$ cat src/sv/lprw_pkg.sv
// ----------------------------------------------------------------------------
// lprw_pkg
// Types and constants of the length-prefixed ring writer.
// ----------------------------------------------------------------------------
package lprw_pkg;

   // Ring geometry
   localparam int RING_BYTES   = 4096;
   localparam int HEADER_BYTES = 2;
   localparam int ADDR_W       = $clog2(RING_BYTES);

   // Field widths
   localparam int LEN_W   = 16;
   localparam int TAIL_W  = 12;
   localparam int DATA_W  = 8;
   localparam int STAT_W  = 3;
   localparam int TOTAL_W = LEN_W + 1;

   // Result queue depth (two words may enter at once)
   localparam int QUEUE_DEPTH = 4;
   localparam int QPTR_W      = $clog2(QUEUE_DEPTH);
   localparam int QCNT_W      = $clog2(QUEUE_DEPTH + 1);

   // Operation codes
   localparam logic OP_START = 1'b0;
   localparam logic OP_BYTE  = 1'b1;

   typedef enum logic [STAT_W-1:0] {
      ST_ACCEPTED  = 3'd0,
      ST_TOO_LARGE = 3'd1,
      ST_NO_SPACE  = 3'd2,
      ST_BUSY      = 3'd3,
      ST_WRITTEN   = 3'd4,
      ST_DROPPED   = 3'd5
   } status_type;

   typedef struct packed {
      logic              operation;
      logic [LEN_W-1:0]  payload_length;
      logic [TAIL_W-1:0] consumer_tail;
      logic [DATA_W-1:0] data_byte;
   } item_type;

   typedef struct packed {
      status_type        status;
      logic              write_valid;
      logic [ADDR_W-1:0] write_address;
      logic [DATA_W-1:0] write_data;
      logic              packet_done;
      logic [ADDR_W-1:0] head_pointer;
      logic              last;
   } result_type;

   typedef struct packed {
      logic push;
      logic push_two;
   } push_ctl_type;

endpackage

$ cat src/sv/length_prefixed_ring_writer.sv
// ----------------------------------------------------------------------------
// length_prefixed_ring_writer
// Producer for a byte ring with a 2-byte length header on each packet.
// ----------------------------------------------------------------------------
// One word is accepted per clock unless req_stall is high. A word is held in
// the input register, where it is checked and the ring pointers are updated,
// and then enters a four-entry result queue, whose head drives rsp_. A
// payload byte or a rejected start gives one result word, an accepted start
// gives two (header low, header high), so a stream of payload bytes runs at
// one word per cycle while rsp_stall stays low, and each packet start costs
// one extra output word at the rsp_ port, which is what paces the input.
module length_prefixed_ring_writer (
   input  logic                         clock,
   input  logic                         reset,
   input  logic                         req_valid,
   output logic                         req_stall,
   input  logic                         req_operation,
   input  logic [lprw_pkg::LEN_W-1:0]   req_payload_length,
   input  logic [lprw_pkg::TAIL_W-1:0]  req_consumer_tail,
   input  logic [lprw_pkg::DATA_W-1:0]  req_data_byte,
   output logic                         rsp_valid,
   input  logic                         rsp_stall,
   output logic [lprw_pkg::STAT_W-1:0]  rsp_status,
   output logic                         rsp_write_valid,
   output logic [lprw_pkg::ADDR_W-1:0]  rsp_write_address,
   output logic [lprw_pkg::DATA_W-1:0]  rsp_write_data,
   output logic                         rsp_packet_done,
   output logic [lprw_pkg::ADDR_W-1:0]  rsp_head_pointer,
   output logic                         rsp_last
);
   import lprw_pkg::*;

   item_type     in_item;
   push_ctl_type push_ctl;
   result_type   res0, res1, out_res;
   logic         room;

   // Pack the request word
   assign in_item.operation      = req_operation;
   assign in_item.payload_length = req_payload_length;
   assign in_item.consumer_tail  = req_consumer_tail;
   assign in_item.data_byte      = req_data_byte;

   lprw_core u_core (
      .clock    (clock),
      .reset    (reset),
      .in_valid (req_valid),
      .in_stall (req_stall),
      .in_item  (in_item),
      .room     (room),
      .push_ctl (push_ctl),
      .res0     (res0),
      .res1     (res1)
   );

   lprw_out_queue u_queue (
      .clock     (clock),
      .reset     (reset),
      .push_ctl  (push_ctl),
      .res0      (res0),
      .res1      (res1),
      .room      (room),
      .out_valid (rsp_valid),
      .out_stall (rsp_stall),
      .out_res   (out_res)
   );

   // Unpack the result word
   assign rsp_status        = out_res.status;
   assign rsp_write_valid   = out_res.write_valid;
   assign rsp_write_address = out_res.write_address;
   assign rsp_write_data    = out_res.write_data;
   assign rsp_packet_done   = out_res.packet_done;
   assign rsp_head_pointer  = out_res.head_pointer;
   assign rsp_last          = out_res.last;

endmodule

$ cat src/sv/lprw_core.sv
// ----------------------------------------------------------------------------
// lprw_core
// Input register, packet checks and ring pointer state. Turns one registered
// word into one or two result words per cycle while the queue has room.
// ----------------------------------------------------------------------------
module lprw_core (
   input  logic                clock,
   input  logic                reset,
   input  logic                in_valid,
   output logic                in_stall,
   input  lprw_pkg::item_type  in_item,
   input  logic                room,
   output lprw_pkg::push_ctl_type push_ctl,
   output lprw_pkg::result_type res0,
   output lprw_pkg::result_type res1
);
   import lprw_pkg::*;

   logic                 in_valid_ff, in_valid_in;
   item_type             item_ff, item_in;
   logic [ADDR_W-1:0]    head_ff, head_in;
   logic [ADDR_W-1:0]    wr_ff, wr_in;
   logic [LEN_W-1:0]     left_ff, left_in;
   logic                 open_ff, open_in;

   logic                 accept, advance;
   logic [TOTAL_W-1:0]   total, space;
   logic [ADDR_W-1:0]    tail, used, a1, a2;
   logic [LEN_W-1:0]     left_dec;
   result_type           blank;

   function automatic logic [ADDR_W-1:0] in_item_tail(input logic [TAIL_W-1:0] t);
      in_item_tail = ADDR_W'(t);
   endfunction

   // Stall only while the held word cannot move on
   assign in_stall = in_valid_ff & ~room;
   assign accept   = in_valid & ~in_stall;
   assign advance  = in_valid_ff & room;

   // Load the input register
   always_comb begin
      in_valid_in = in_valid_ff;
      item_in     = item_ff;
      if (accept) begin
         in_valid_in = 1'b1;
         item_in     = in_item;
      end else if (advance) begin
         in_valid_in = 1'b0;
      end
   end

   // Ring arithmetic on the held word
   assign tail     = in_item_tail(item_ff.consumer_tail);
   assign total    = {1'b0, item_ff.payload_length} + TOTAL_W'(HEADER_BYTES);
   assign used     = head_ff - tail;
   assign space    = TOTAL_W'(RING_BYTES - 1) - {{(TOTAL_W-ADDR_W){1'b0}}, used};
   assign a1       = head_ff + ADDR_W'(1);
   assign a2       = head_ff + ADDR_W'(2);
   assign left_dec = left_ff - LEN_W'(1);

   // Decide results and next pointer state
   always_comb begin
      blank               = '0;
      blank.head_pointer  = head_ff;
      blank.last          = 1'b1;
      res0                = blank;
      res1                = blank;
      push_ctl.push       = advance;
      push_ctl.push_two   = 1'b0;
      head_in             = head_ff;
      wr_in               = wr_ff;
      left_in             = left_ff;
      open_in             = open_ff;

      priority if (item_ff.operation == OP_START && open_ff) begin
         res0.status = ST_BUSY;
      end else if (item_ff.operation == OP_START && total > TOTAL_W'(RING_BYTES)) begin
         res0.status = ST_TOO_LARGE;
      end else if (item_ff.operation == OP_START && space < total) begin
         res0.status = ST_NO_SPACE;
      end else if (item_ff.operation == OP_START) begin
         // Accept: two header bytes, little-endian
         push_ctl.push_two   = advance;
         res0.status         = ST_ACCEPTED;
         res0.write_valid    = 1'b1;
         res0.write_address  = head_ff;
         res0.write_data     = item_ff.payload_length[DATA_W-1:0];
         res0.last           = 1'b0;
         res1.status         = ST_ACCEPTED;
         res1.write_valid    = 1'b1;
         res1.write_address  = a1;
         res1.write_data     = item_ff.payload_length[LEN_W-1:DATA_W];
         wr_in               = a2;
         left_in             = item_ff.payload_length;
         if (item_ff.payload_length == '0) begin
            res1.packet_done  = 1'b1;
            res1.head_pointer = a2;
            head_in           = a2;
         end else begin
            open_in = 1'b1;
         end
      end else if (!open_ff) begin
         res0.status = ST_DROPPED;
      end else begin
         // Payload byte into the ring
         res0.status        = ST_WRITTEN;
         res0.write_valid   = 1'b1;
         res0.write_address = wr_ff;
         res0.write_data    = item_ff.data_byte;
         wr_in              = wr_ff + ADDR_W'(1);
         left_in            = left_dec;
         if (left_dec == '0) begin
            res0.packet_done  = 1'b1;
            res0.head_pointer = wr_ff + ADDR_W'(1);
            head_in           = wr_ff + ADDR_W'(1);
            open_in           = 1'b0;
         end
      end
   end

   // Hold the input word
   always_ff @(posedge clock) begin
      item_ff <= item_in;
      if (reset) begin
         in_valid_ff <= 1'b0;
      end else begin
         in_valid_ff <= in_valid_in;
      end
   end

   // Commit pointer state when the word moves on
   always_ff @(posedge clock) begin
      if (reset) begin
         head_ff <= '0;
         wr_ff   <= '0;
         left_ff <= '0;
         open_ff <= 1'b0;
      end else if (advance) begin
         head_ff <= head_in;
         wr_ff   <= wr_in;
         left_ff <= left_in;
         open_ff <= open_in;
      end
   end

endmodule

$ cat src/sv/lprw_out_queue.sv
// ----------------------------------------------------------------------------
// lprw_out_queue
// Small result queue: takes one or two words per cycle, hands out one unless stalled.
// ----------------------------------------------------------------------------
module lprw_out_queue (
   input  logic                   clock,
   input  logic                   reset,
   input  lprw_pkg::push_ctl_type push_ctl,
   input  lprw_pkg::result_type   res0,
   input  lprw_pkg::result_type   res1,
   output logic                   room,
   output logic                   out_valid,
   input  logic                   out_stall,
   output lprw_pkg::result_type   out_res
);
   import lprw_pkg::*;

   result_type         mem_ff [QUEUE_DEPTH];
   logic [QPTR_W-1:0]  rd_ff, rd_in, wr_ff, wr_in;
   logic [QCNT_W-1:0]  cnt_ff, cnt_in;
   logic               pop;
   logic [QCNT_W-1:0]  n_push;

   assign room      = cnt_ff <= QCNT_W'(QUEUE_DEPTH - 2);
   assign out_valid = cnt_ff != '0;
   assign out_res   = mem_ff[rd_ff];
   assign pop       = out_valid & ~out_stall;

   // Advance pointers and count
   always_comb begin
      n_push = '0;
      if (push_ctl.push) begin
         n_push = push_ctl.push_two ? QCNT_W'(2) : QCNT_W'(1);
      end
      wr_in  = wr_ff + n_push[QPTR_W-1:0];
      rd_in  = rd_ff + QPTR_W'(pop);
      cnt_in = cnt_ff + n_push - QCNT_W'(pop);
   end

   // Write the storage
   always_ff @(posedge clock) begin
      if (push_ctl.push) begin
         mem_ff[wr_ff] <= res0;
         if (push_ctl.push_two) begin
            mem_ff[wr_ff + QPTR_W'(1)] <= res1;
         end
      end
   end

   always_ff @(posedge clock) begin
      if (reset) begin
         rd_ff  <= '0;
         wr_ff  <= '0;
         cnt_ff <= '0;
      end else begin
         rd_ff  <= rd_in;
         wr_ff  <= wr_in;
         cnt_ff <= cnt_in;
      end
   end

endmodule

$ cat config.mk
export PLATFORM = sky130hd
export DESIGN_NAME = length_prefixed_ring_writer
export DESIGN_NICKNAME = d
export VERILOG_FILES = /design/src/sv/lprw_pkg.sv /design/src/sv/length_prefixed_ring_writer.sv /design/src/sv/lprw_core.sv /design/src/sv/lprw_out_queue.sv
export SDC_FILE = /design/constraint.sdc
export NUM_CORES = 1
export LEC_CHECK = 0
export ABC_AREA = 1
export BUFFER_PORTS_ARGS = -buffer_cell sky130_fd_sc_hd__buf_4
export CAP_MARGIN = 5
export CORE_ASPECT_RATIO = 0.9
export CORE_UTILIZATION = 50
export DETAILED_ROUTE_END_ITERATION = 7
export GPL_TIMING_DRIVEN = 1
export PLACE_DENSITY = 0.69
export REMOVE_ABC_BUFFERS = 1
export SYNTH_ARGS = -nofsm -noshare
export SYNTH_HDL_FRONTEND = slang
export SYNTH_SLANG_ARGS = --single-unit
$ cat constraint.sdc
create_clock -name clock -period 5.4 [get_ports clock]
set_input_delay 0.27 -clock clock [delete_from_list [all_inputs] [get_ports clock]]
set_output_delay 0.27 -clock clock [all_outputs]
set_load 0.01 [all_outputs]
; Yosys cells after proc, flatten, opt, wreduce, memory -nomap -nowiden
; Memory sizes are Yosys's and may differ from the RTL's. A register that Yosys moved wholly into a read port is not among the register bits.
; Cells that the tools add are included.
[totals]
elab_cells = 96
regBits = 86
in_bits = 41
out_inout_bits = 40
mem_bits_rw = 152
n_memories = 1
[memory_table]
columns = name, words, width, read_ports, rd_clocked_by_memory_dff, write_ports, line
row1 = u_queue.mem_ff, 4, 38, 1, 1, 2, lprw_out_queue.sv:18  ; result_type mem_ff [QUEUE_DEPTH];
[op_classes]
n_mux = 43
n_reduce_logical = 11
eq_ne = 3
n_lt_le_gt_ge = 3
bitwise = 11
addsub = 12
[op_table]
columns = op, count
row1 = two-way mux 37 bit, 3
row2 = two-way mux 35 bit, 3
row3 = two-way mux 12 bit, 6
row4 = two-way mux 34 bit, 2
row5 = two-way mux 13 bit, 3
row6 = zero test 16 bit, 2
row7 = two-way mux 16 bit, 2
row8 = "adder 12 x 1 -> 12 bit, second input constant", 2
row9 = two-way mux 24 bit, 1
row10 = "adder 16 x 2 -> 17 bit, second input constant", 1
row11 = "greater-than comparator 17 x 13 -> 1 bit, second input constant", 1
row12 = less-than comparator 17 bit, 1
row13 = two-way mux 1 bit, 17
row14 = "subtractor 16 x 1 -> 16 bit, second input constant", 1
row15 = "subtractor 12 x 12 -> 13 bit, first input constant", 1
row16 = "adder 12 x 2 -> 12 bit, second input constant", 1
row17 = two-way mux 3 bit, 4
row18 = subtractor 12 bit, 1
row19 = AND reduction 5 bit, 2
row20 = inverter 1 bit, 7
row21 = AND reduction 7 bit, 1
row22 = bitwise AND 1 bit, 4
row23 = two-way mux 2 bit, 2
row24 = "!= test 2 bit, second input constant", 2
row25 = other kinds (10), 13

; Longest topological paths before layout
[depth]
ltp_word = 11
mapped_depth = 28
ltp_nobuf = 28

; By module
; From an unflattened synthesis, not the netlist that was laid out.
[hier_totals]
cells_unflattened = 1717
hier_area_um2 = 14037.2
[modules_own_cells]
columns = mod, cells_each, seq_area_each_um2, n_inst, area_each_um2
row1 = lprw_out_queue, 807, 4704.5, 1, 7786.2
row2 = lprw_core, 910, 1951.9, 1, 6251.0

; Worst setup path after synthesis
; No wires, ideal clock.
[synth_timing]
path_kind = reg2reg
from = reg u_core.head_ff[0]
to = mem u_queue.mem_ff[1][10] (netlist name) (enable)
setup_time_ns = 0.389
path_slack_ns = 1.140
t_arrival_ns = 3.872
path_buffers = 1
t_required_ns = 5.011
period_less_slack_ns = 4.260
path_stages_with_launch = 22
cell_sequence = dfxtp_1 -> inv_1 -> clkbuf_1 -> ha_1 -> inv_1 -> fa_1 -> a21oi_1 -> o21ai_0 -> xnor2_1 -> ha_1 -> nand2_1 -> nor2_1 -> nand3_1 -> nand3_1 -> nand2_1 -> nand2_1 -> nand2_1 -> a21oi_2 -> nand3_4 -> nor2_4 -> nor2_1 -> inv_1
[synth_rtl]
columns = item, line
row1 = from (decl), lprw_core.sv:21  ; logic [ADDR_W-1:0] head_ff, head_in;
row2 = from (signal assigned), lprw_core.sv:140  ; head_ff <= head_in;
row3 = to (decl), lprw_out_queue.sv:18

; Worst setup path in the final report
[layout_timing]
from = reg u_core.head_ff[0]
to = reg u_queue.cnt_ff[2]
[layout_via]
elab_chain_len = 11
[layout_rtl]
columns = item, line
row1 = subtractor 12 bit, lprw_core.sv:56  ; assign used = head_ff - tail;
row2 = subtractor 12 x 12 -> 13 bit, lprw_core.sv:57  ; assign space = TOTAL_W'(RING_BYTES - 1) - {{(TOTAL_W-ADDR_W){1'b0}}, used};
row3 = less-than comparator 17 bit, lprw_core.sv:80  ; end else if (item_ff.operation == OP_START && space < total) begin
row4 = logical AND 1 bit, lprw_core.sv:80
row5 = two-way mux 1 bit, lprw_core.sv:80
row6 = two-way mux 1 bit, lprw_core.sv:78  ; end else if (item_ff.operation == OP_START && total > TOTAL_W'(RING_BYTES)) begin
row7 = two-way mux 1 bit, lprw_core.sv:76  ; priority if (item_ff.operation == OP_START && open_ff) begin
row8 = two-way mux 2 bit, lprw_out_queue.sv:33  ; n_push = push_ctl.push_two ? QCNT_W'(2) : QCNT_W'(1);
row9 = two-way mux 3 bit, lprw_out_queue.sv:32  ; if (push_ctl.push) begin
row10 = adder 3 bit, lprw_out_queue.sv:37  ; cnt_in = cnt_ff + n_push - QCNT_W'(pop);
row11 = subtractor 3 x 1 -> 3 bit, lprw_out_queue.sv:37
row12 = to (signal assigned), lprw_out_queue.sv:58  ; cnt_ff <= cnt_in;
row13 = to (decl), lprw_out_queue.sv:20  ; logic [QCNT_W-1:0] cnt_ff, cnt_in;
; Every way passes these cells.
; A chain may end at the register's enable or synchronous reset.

==> reports/results.ini <==
[power]
leakagePower_nw = 6.34
irDropWorstVdd_v = 0.000312
powerDensity_mw_per_mm2 = 372

[floorplanning]
die-area_sq_mm = 0.0277
core-area_sq_mm = 0.0263
fp.dieW_um = 175
dieHeight_um = 158
io_pins = 81
floorplan.initialDensity_pct = 51.5
num_rows = 56

[synthesis]
synth_edf_count = 173
synthTopCellsByArea = edfxtp_1 (38%), nand2_1 (11%), dfxtp_1 (9.6%)
synth_cells = 1677
synth_area_leader_cell = edfxtp_1
synth_compound_area_share_pct = 14.0
synthXorXnorAreaFrac_pct = 2.66
synth.area.mux_share_pct = 0
synth_seq_cells = 238
synth.cell_area_sq_mm = 0.0135
ys_seq_area_share_pct = 48.0
async_reset_ff_share_pct = 0
ys_types = 45
ys_dominant_reg_cell = edfxtp_1
synth.avg_cell_area_sq_um = 8.06
synth-simple-area-share_pct = 24.7
synth_top_family_by_area = simple AND/OR/NAND/NOR gates
synthAdderAreaFrac_pct = 3.54
synth_top_area_share_pct = 38.4
ys.warnings.count = 0

[final_layout]
mostFrequentLayoutCell = nand2_1
fin_area_sq_mm = 0.0157
fin_nets = 1849
drive_gt1_share_pct = 11.1
antenna_cells = 0
area_delta_synth_final_pct = 16.4
fin_cells = 2140
layout_common_cells = nand2_1 (383), nor2_1 (201), edfxtp_1 (173)

[setup_path]
cp_common_cell = nand2_1
end_kind = flop
cp_top_family = adder cells
crit_type = flop to flop
required_ps = 5830
cp_num_buf_inv = 3
cpPeakStageDelay_ps = 430
crit_arrival_ps = 5030
r2r_cells = 24
path_depth = 24
cp-start-kind = flop
path_cells = inv_1 > ha_1 > inv_1 > fa_1 > a21oi_1 > o21ai_0 > xnor2_1 > ha_1 > nand2_1 > nor2_1 > nand3_1 > nand3_1 > nand2_1 > nand2_1 > nand2_1 > nand2_1 > nand2_4 > nor3_4 > nand2_2 > ha_1 > inv_1 > fa_1 > o21ai_0 > a21oi_1
cp_slowest_cell = fa_1
cp_max_fo = 13

[cts]
cts_resized = 0
path_clk_slew_ps = 60
cts_num_sinks = 238
clk_latency_ps = 550
cts_tree = yes
clock-root-buffer = clkbuf_16
cts_buffers = 27
cts_buffer_depth = 3
ctsHtreeMaxLevel = 1

[timing]
setup_viol = 0
maxSlewViolCount = 0
final.period_utilization_pct = 85.1
period_minus_slack_ps = 4600
hold_violations = 0
finalClockSkew_ps = 22.4
finalSetupTns_ps = 0
max_freq_mhz = 217
tightestPinTransition_ps = 959
rsz0062_at_grt = no
slew_headroom_pct = 35.9

[route]
drtPass1Iterations = 8
drtIter0Drc = 1226
viasPerCell = 5.70
wire_per_inst_um = 19.5
drcViolationCount = 0
drt-total-wl_um = 41700
via_count = 12200
ant_nets = 0

[grt]
grt_overflow = 0
grt_use_total_pct = 30.4
grt_pass1_vias = 11700
grt_pass1_wl_um = 64700
antenna_found_initial = 0
grt_max_degree = 78

[placement]
dp_cells = 2052
gp_congestion = 0.970
place_area_sq_mm = 0.0144
hpwlAfterDp_um = 28000
numPortBuffers = 80

[worst_hold_path]
worstHoldPathType = input port to flop
hold_path_depth = 3

[job]
maxCapViolations = 0

[status]
run_status = finished clean

-- final timing paths --
kind              slack, ps                                from                                  to
hold reg to reg         450  u_queue.mem_ff[1][35]$_SDFFE_PP0P_  u_queue.mem_ff[1][35]$_SDFFE_PP0P_
setup / recovery        800      u_core.head_ff[0]$_SDFFE_PP0P_        u_queue.cnt_ff[2]$_SDFF_PP0_
hold / removal           40                           req_valid     u_core.in_valid_ff$_SDFFE_PP0P_
setup reg to reg        800      u_core.head_ff[0]$_SDFFE_PP0P_        u_queue.cnt_ff[2]$_SDFF_PP0_
-- sequential cells by signal, indices dropped and copies added (netlist names) --
register,count
u_core.head_ff,12
u_core.open_ff,1
u_queue.wr_ff,2
u_core.item_ff,25
u_core.left_ff,16
u_queue.cnt_ff,3
u_core.in_valid_ff,1
u_core.tail,12
u_queue.rd_ff,2
u_core.wr_ff,12
u_queue.mem_ff,152
-- stage by stage --
| step | total power, mW | hold WS (ps) | utilization, % | setup slack (ps) |
|---|---|---|---|---|
| 6_report | 5.85 | 41.0 | 59.9 | 802 |
| 5_1_grt | 6.13 | 79.9 | 59.9 | 446 |
| 4_1_cts | 5.85 | 22.6 | 59.9 | 855 |
| 3_5_place_dp | 3.91 | 437 | 54.9 | 872 |
| 3_3_place_gp | 3.89 | 428 | 54.9 | 1040 |
| 2_1_floorplan | 3.24 | 339 | - | 933 |
-- cells by family (layout without fill, tap and decap cells) --
group           after synthesis  after routing
buf+inv                     239            354
compound gates              344            344
xor+xnor                     41             41
flops                       238            238
simple gates                778            778
fa+ha+maj                    37             37
-- report_power, final --
group | switching, mW | leakage (nW) | total (mW) | internal, mW
Sequential | 0.123 | 2.03 | 2.25 | 2.13
Combinational | 1.05 | 3.86 | 1.66 | 0.607
Clock | 0.782 | 0.454 | 1.94 | 1.16
-- what timing repair did --
| item | CTS | global route |
|---|---|---|
| setup buffers | 0 | 0 |
| hold buffers | 38 | 0 |
| endpoints found under the hold margin | 40 | 0 |
-- layout make-up --
cell class	count	area (sq um)
Tap cell	348	435
Multi-Input combinational cell	1200	6080
Clock buffer	33	729
Inverter	160	601
Timing Repair Buffer	144	1190
Sequential cell	238	6500
Fill cell	2388	10500
Clock inverter	17	206
-- synth_stat cells (2+ instances only) --
cell / number
fa_1: 2
nor2_2: 7
nor2_1: 203
nand2_4: 4
ha_1: 35
inv_2: 7
nor3_1: 11
clkinv_1: 2
a31oi_1: 2
xnor2_1: 7
nand2_2: 6
nand3_1: 108
o21ai_0: 146
o32ai_1: 5
nand3_4: 2
nor4_1: 6
buf_6: 6
xor2_1: 34
o22ai_1: 77
buf_2: 9
nand4_1: 34
o21bai_1: 3
o21ai_2: 6
o21ai_1: 43
edfxtp_1: 173
clkbuf_1: 61
inv_1: 151
nand2_1: 383
nor2_4: 6
a211oi_1: 2
buf_1: 2
a21oi_1: 56
or2_2: 2
dfxtp_1: 65
-- metal layers --
| layer | track usage, % | up-vias | part of all wire [%] |
|---|---|---|---|
| met1 | 40.5 | 5653 | 43 |
| met5 | 0 | - | 0 |
| met4 | 11.3 | 0 | 3.9 |
| met2 | 50.2 | 547 | 45 |
| met3 | 4.73 | 101 | 7.5 |
| li1 | - | 5894 | - |
-- worst min-delay path: stages --
cell and delay, ps:
buf_4 80, inv_1 60, a21oi_1 140
Note: power is estimated with default switching activity, not from simulation.
